## src/design/rrsr_pkg.sv

```systemverilog
package rrsr_pkg;

  // Result count fields are fixed at 11 bits
  localparam int CNT_W = 11;

  localparam logic [1:0] OP_APPEND = 2'd0;
  localparam logic [1:0] OP_REMOVE = 2'd1;
  localparam logic [1:0] OP_NEXT   = 2'd2;

  localparam logic [1:0] STAT_OK    = 2'd0;
  localparam logic [1:0] STAT_EMPTY = 2'd1;
  localparam logic [1:0] STAT_FULL  = 2'd2;

  typedef struct packed {
    logic [1:0]         op;
    logic signed [31:0] coord_x;
    logic signed [31:0] coord_y;
  } in_word_t;

  typedef struct packed {
    logic signed [31:0] entry_x;
    logic signed [31:0] entry_y;
    logic [CNT_W-1:0]   removed_count;
    logic [CNT_W-1:0]   occupancy;
    logic [1:0]         status;
  } out_word_t;

  typedef struct packed {
    logic signed [31:0] x;
    logic signed [31:0] y;
  } entry_t;

  typedef enum logic [1:0] {
    S_IDLE,
    S_EXEC,
    S_SCAN,
    S_FIN
  } state_t;

  // controller -> datapath
  typedef struct packed {
    logic accept;
    logic exec;
    logic scan;
    logic finish;
  } cmd_t;

endpackage

```

## src/design/rrsr_ctrl.sv

```systemverilog
module rrsr_ctrl (
  input  logic              clk,
  input  logic              rst,
  input  logic              start,
  input  logic [1:0]        op,
  input  logic              scan_done,
  output logic              busy,
  output rrsr_pkg::cmd_t    ctl
);

  rrsr_pkg::state_t state, state_next;

  always_ff @(posedge clk) begin
    if (rst) begin
      state <= rrsr_pkg::S_IDLE;
    end else begin
      state <= state_next;
    end
  end

  always_comb begin
    state_next = state;
    case (state)
      rrsr_pkg::S_IDLE: begin
        if (start) begin
          state_next = (op == rrsr_pkg::OP_REMOVE) ? rrsr_pkg::S_SCAN : rrsr_pkg::S_EXEC;
        end
      end
      rrsr_pkg::S_EXEC: state_next = rrsr_pkg::S_IDLE;
      rrsr_pkg::S_SCAN: begin
        if (scan_done) begin
          state_next = rrsr_pkg::S_FIN;
        end
      end
      rrsr_pkg::S_FIN: state_next = rrsr_pkg::S_IDLE;
      default: state_next = rrsr_pkg::S_IDLE;
    endcase
  end

  always_comb begin
    busy       = 1'b1;
    ctl        = '0;
    case (state)
      rrsr_pkg::S_IDLE: begin
        busy       = 1'b0;
        ctl.accept = start;
      end
      rrsr_pkg::S_EXEC: ctl.exec   = 1'b1;
      rrsr_pkg::S_SCAN: ctl.scan   = 1'b1;
      rrsr_pkg::S_FIN:  ctl.finish = 1'b1;
      default: busy = 1'b1;
    endcase
  end

endmodule

```

## config.mk

```make
export PLATFORM = sky130hd
export DESIGN_NAME = rrsr_ctrl
export DESIGN_NICKNAME = d
export VERILOG_FILES = /design/src/design/rrsr_pkg.sv /design/src/design/rrsr_ctrl.sv
export SDC_FILE = /design/constraint.sdc
export NUM_CORES = 1
export LEC_CHECK = 0
export ABC_AREA = 1
export BUFFER_PORTS_ARGS = -buffer_cell sky130_fd_sc_hd__buf_4
export CELL_PAD_IN_SITES_DETAIL_PLACEMENT = 2
export CELL_PAD_IN_SITES_GLOBAL_PLACEMENT = 2
export CORE_AREA = 2 2 39 41
export DETAILED_ROUTE_END_ITERATION = 8
export DIE_AREA = 0 0 41 43
export PLACE_DENSITY = 0.5
export SLEW_MARGIN = 20
export SYNTH_ARGS = -nofsm -noshare
export SYNTH_HDL_FRONTEND = slang
export SYNTH_SLANG_ARGS = --single-unit
```

## constraint.sdc

```tcl
create_clock -name clk -period 0.89 [get_ports clk]
set_clock_uncertainty 0.1 [all_clocks]
set_input_delay 0.0445 -clock clk [delete_from_list [all_inputs] [get_ports clk]]
set_output_delay 0.0445 -clock clk [all_outputs]
set_load 0.005 [all_outputs]
```

==> Yosys cells after proc, flatten, opt, wreduce, memory -nomap -nowiden <==
Cells that the tools add are included.
{ "totals": {"elab_cells": 19, "in_bits": 6, "reg_bits": 2} }
{ "classes": {"n_reduce_logical": 3, "n_mux": 9, "n_eq_ne": 6} }
{ "op_table": {"columns": ["op", "count"], "rows": [
  ["$mux W2", 3],
  ["$pmux W2 S3", 1],
  ["$mux W1", 5],
  ["$eq A2 B1 Y1 const B", 2],
  ["$eq A2 B2 Y1 const B", 2],
  ["$ne A2 B2 Y1 const B", 2],
  ["$logic_not A2 Y1", 1],
  ["$reduce_and A2 Y1", 1],
  ["$reduce_or A2 Y1", 1]
]} }

==> Depth between registers and ports, before layout <==
{ "logic_depth": {"word_depth": 4, "mapped_depth": 4, "depth_no_buf": 4} }

==> Least setup slack after synthesis <==
No wires, ideal clock.
{ "synth_path": {"path_kind": "register -> register", "startpoint": "register state[1]", "endpoint": "register state[0]", "arrival_time_ns": 0.557, "n_path_buf": 0, "path_stages_with_launch": 4, "required_ns": 0.674, "setup_ns": 0.116, "period_less_slack_ns": 0.773, "slack_ns": 0.117, "path_cell_list": "dfxtp_1 -> inv_2 -> o21ai_1 -> a21oi_1"} }
{ "synth_between": {"elab_chain_cells": 3} }
{ "synth_lines": {"columns": ["item", "line", "source"], "rows": [
  ["from (decl)", "rrsr_ctrl.sv:11", "rrsr_pkg::state_t state, state_next;"],
  ["from (signal assigned)", "rrsr_ctrl.sv:15", "state <= rrsr_pkg::S_IDLE;"],
  ["from (signal assigned)", "rrsr_ctrl.sv:17", "state <= state_next;"],
  ["$eq A2 B2 Y1 (tied with other cells)", "rrsr_ctrl.sv:23", "case (state)"],
  ["$reduce_or A2 Y1 (no line) / $ne A2 B2 Y1 (equally long branches)", null, null],
  ["$pmux W2 S3 / $reduce_and A2 Y1 (equally long branches)", null, null]
]} }
Parallel ways exist; a longest one is shown, timed or not.
A chain may end at the register's enable or synchronous reset.

==> impl_metrics.py <==
metrics = {
    "setup_path": {
        "cpMaxStageDelayCell": "dfxtp_4",
        "crit_family": "flip-flops",
        "startpoint_type": "flip-flop",
        "cp_max_fo": 4,
        "path_depth": 4,
        "crit_buf_inv": 2,
        "worstSetupEndpointType": "primary output",
        "cp.required_ns": 0.75,
        "cp-startpoint": "state[0]$_SDFFE_PP0P_",
        "rr_startpoint": "state[1]$_SDFFE_PP0P_",
        "reg2regPathDepth": 4,
        "critPathMaxStageDelay_ns": 0.35,
        "cp_cell_sequence": "inv_4 > nand2_4 > nor2_4 > buf_6",
        "crit_arrival_ns": 0.87,
        "critical_path_class": "reg2out",
    },
    "synthesis": {
        "syn_area_um2": 128.9,
        "yosysMostFrequentCell": "inv_1",
        "ys_ff_latch": 2,
        "synth_cells": 23,
        "ys.flop_type": "dfxtp_1",
        "synth.distinct_cells": 9,
        "yosysTopAreaCell": "dfxtp_1",
        "async_flop_share_pct": 0,
        "synth-edff-count": 0,
        "synth-seq-area-share_pct": 31.07,
        "synth_common_cells": "inv_1, nand2_1, nor2_1, dfxtp_1",
        "synth_top_area_share_pct": 31.07,
        "yosysWarnings": 0,
        "synth_area_leaders": "dfxtp_1, inv_1, nand2_1",
        "syn_area_per_cell_um2": 5.603,
        "syn_nets": 29,
    },
    "global_route": {
        "use_met2_pct": 11.88,
        "globalRouteMet1Util_pct": 7.643,
        "antenna_found_initial": 0,
        "grt_usage_pct": 7.708,
        "grt_pass1_vias": 220,
        "grt_max_degree": 5,
        "gr-total-overflow": 0,
        "grt_pass1_wl_um": 848,
        "grt_busiest_layer": "met2",
        "met3_usage_pct": 1.571,
    },
    "placement": {
        "place_congestion": 0.6222,
        "dpl_cell_area_um2": 224.0,
        "io_buffers": 10,
        "post-dp-hpwl_um": 384.2,
    },
    "detailed_routing": {
        "ant_nets": 0,
        "routedWlPerCell_um": 10.40,
        "firstDrtPassIters": 2,
        "drt_wl_total_um": 603,
        "drc_errors": 0,
        "via_count": 206,
        "vias_per_cell": 3.552,
        "drt_iter0_markers": 1,
    },
    "die": {
        "die_x_um": 41,
        "initial_core_util_pct": 9.313,
        "die_h_um": 43,
        "dieArea_um2": 1763,
        "core_um2": 1384,
        "pin_count": 11,
        "rows": 14,
    },
    "sta": {
        "fmax_mhz": 983.9,
        "hold_viol_final": 1,
        "timing.slew.headroom_pct": 91.21,
        "worst_slew_pin_slew_ns": 0.1318,
        "whs_ns": -0.03333,
        "rsz0062_at_grt": "yes",
        "setup_viol": 7,
        "final.min_clock_period_ns": 1.016,
        "finalMaxSlewViolations": 0,
        "period_share_pct": 114.2,
        "fin_ws_ns": -0.1263,
    },
    "pwr": {
        "p_leak_nw": 0.1799,
        "vdd_drop_max_uv": 239.7,
        "p_per_area_nw_per_um2": 1258,
    },
    "cts": {
        "root_buffer": "clkbuf_4",
        "cts-htree-levels": 1,
        "clkSinkCount": 2,
        "clkTransAtPathRegs_ns": 0.03,
        "clk_latency_ns": 0.22,
        "cts_buffers": 3,
        "clockBufferDepth": 2,
        "postCtsHoldBufs": 4,
        "cts_tree": "built",
    },
    "final_layout": {
        "drive_gt1_share_pct": 64.29,
        "reg_top3": "state (2)",
        "register_area_um2": 47.55,
        "fin_util_pct": 24.59,
        "final_nets": 50,
        "antennaDiodeCount": 0,
        "syn_to_final_growth_pct": 164.1,
        "nFillCells": 175,
        "largest_reg_flops": 2,
        "final_cell_area_um2": 340.3,
        "multiInputGateArea_um2": 83.83,
        "regMostFlops": "state",
    },
    "worst_hold_path": {
        "worst_hold_path.num_cells": 3,
        "holdCritPathClass": "in2reg",
        "min_from": "rst",
    },
    "job": {
        "drv_cap": 0,
    },
    "status": {
        "violations": "hold timing, setup timing",
        "outcome": "finished, violations left",
    },
}
-- worst reg2reg max path: stages, from the launching register on --
cell     delay (ns)
dfxtp_4        0.37
inv_4          0.05
buf_4          0.12
o21ai_2        0.11
a21oi_1        0.06
-- layout by cell type, fill, tap and decap left out --
cell type and n:
nand2_4 1, buf_6 2, nand2_1 4, nor2_4 1
inv_4 2, nor2_2 1, dfxtp_4 2, inv_1 4
a21oi_2 1, a21oi_1 1, nand2_2 1, clkbuf_4 3
dlygate4sd3_1 3, o21ai_2 1, inv_2 1, buf_4 11
nor2_1 3
-- per-layer routing --
| metal | vias to the layer above | share of wire, % |
|---|---|---|
| li1 | 103 | - |
| met1 | 96 | 31 |
| met2 | 7 | 64 |
| met3 | 0 | 5.1 |
| met4 | 0 | 0 |
| met5 | - | 0 |
-- cells by family after synthesis --
kind of cell,after synthesis,share of synthesized area (%)
flip-flops,2,31.07
AND/OR/NAND/NOR,11,33.99
AO/OA/AOI/OAI,3,14.56
buffers and inverters,7,20.38
-- area by class of cell --
cell class	count	share of cell area [%]
Inverter	7	9.191
Sequential cell	2	13.97
Clock buffer	3	6.618
Tap cell	16	5.882
Timing Repair Buffer	16	39.71
Multi-Input combinational cell	14	24.63
-- per-stage QoR --
stage / setup TNS (ns) / hold slack, ns / std cells / power [mW] / setup slack (ns)
after detailed placement: -0.002511 / 0.1128 / 49 / 0.1853 / -0.002511
after global routing: -0.7983 / -0.03223 / 58 / 0.4557 / -0.1663
after CTS: -0.5580 / 0.01976 / 57 / 0.4229 / -0.1777
after floorplan: 0 / 0.006945 / 23 / 0.1343 / 0.1167
after global placement: 0 / 0.1108 / 49 / 0.1829 / 0.01863
final: -0.4914 / -0.03333 / 58 / 0.4280 / -0.1263
-- power breakdown --
group | switching [mW] | internal [mW] | leakage (nW) | total, mW
sequential | 0.00977 | 0.0947 | 0.0178 | 0.104
combinational | 0.0513 | 0.0724 | 0.148 | 0.124
clock | 0.0510 | 0.149 | 0.0138 | 0.200
total | 0.112 | 0.316 | 0.180 | 0.428
-- final timing paths --
kind | end | slack, ns
setup / recovery | ctl[3] | -0.13
hold / removal | state[1]$_SDFFE_PP0P_ | -0.03
setup reg to reg | state[0]$_SDFFE_PP0P_ | -0.03
hold reg to reg | state[0]$_SDFFE_PP0P_ | 0.43
-- what timing repair did --
action,CTS,global route
gates resized for setup,7,10
setup buffers,1,1
pin swaps,2,1
endpoints found under the setup margin,5,7
hold endpoints to repair,2,1
(Power assumes the default switching activity.)
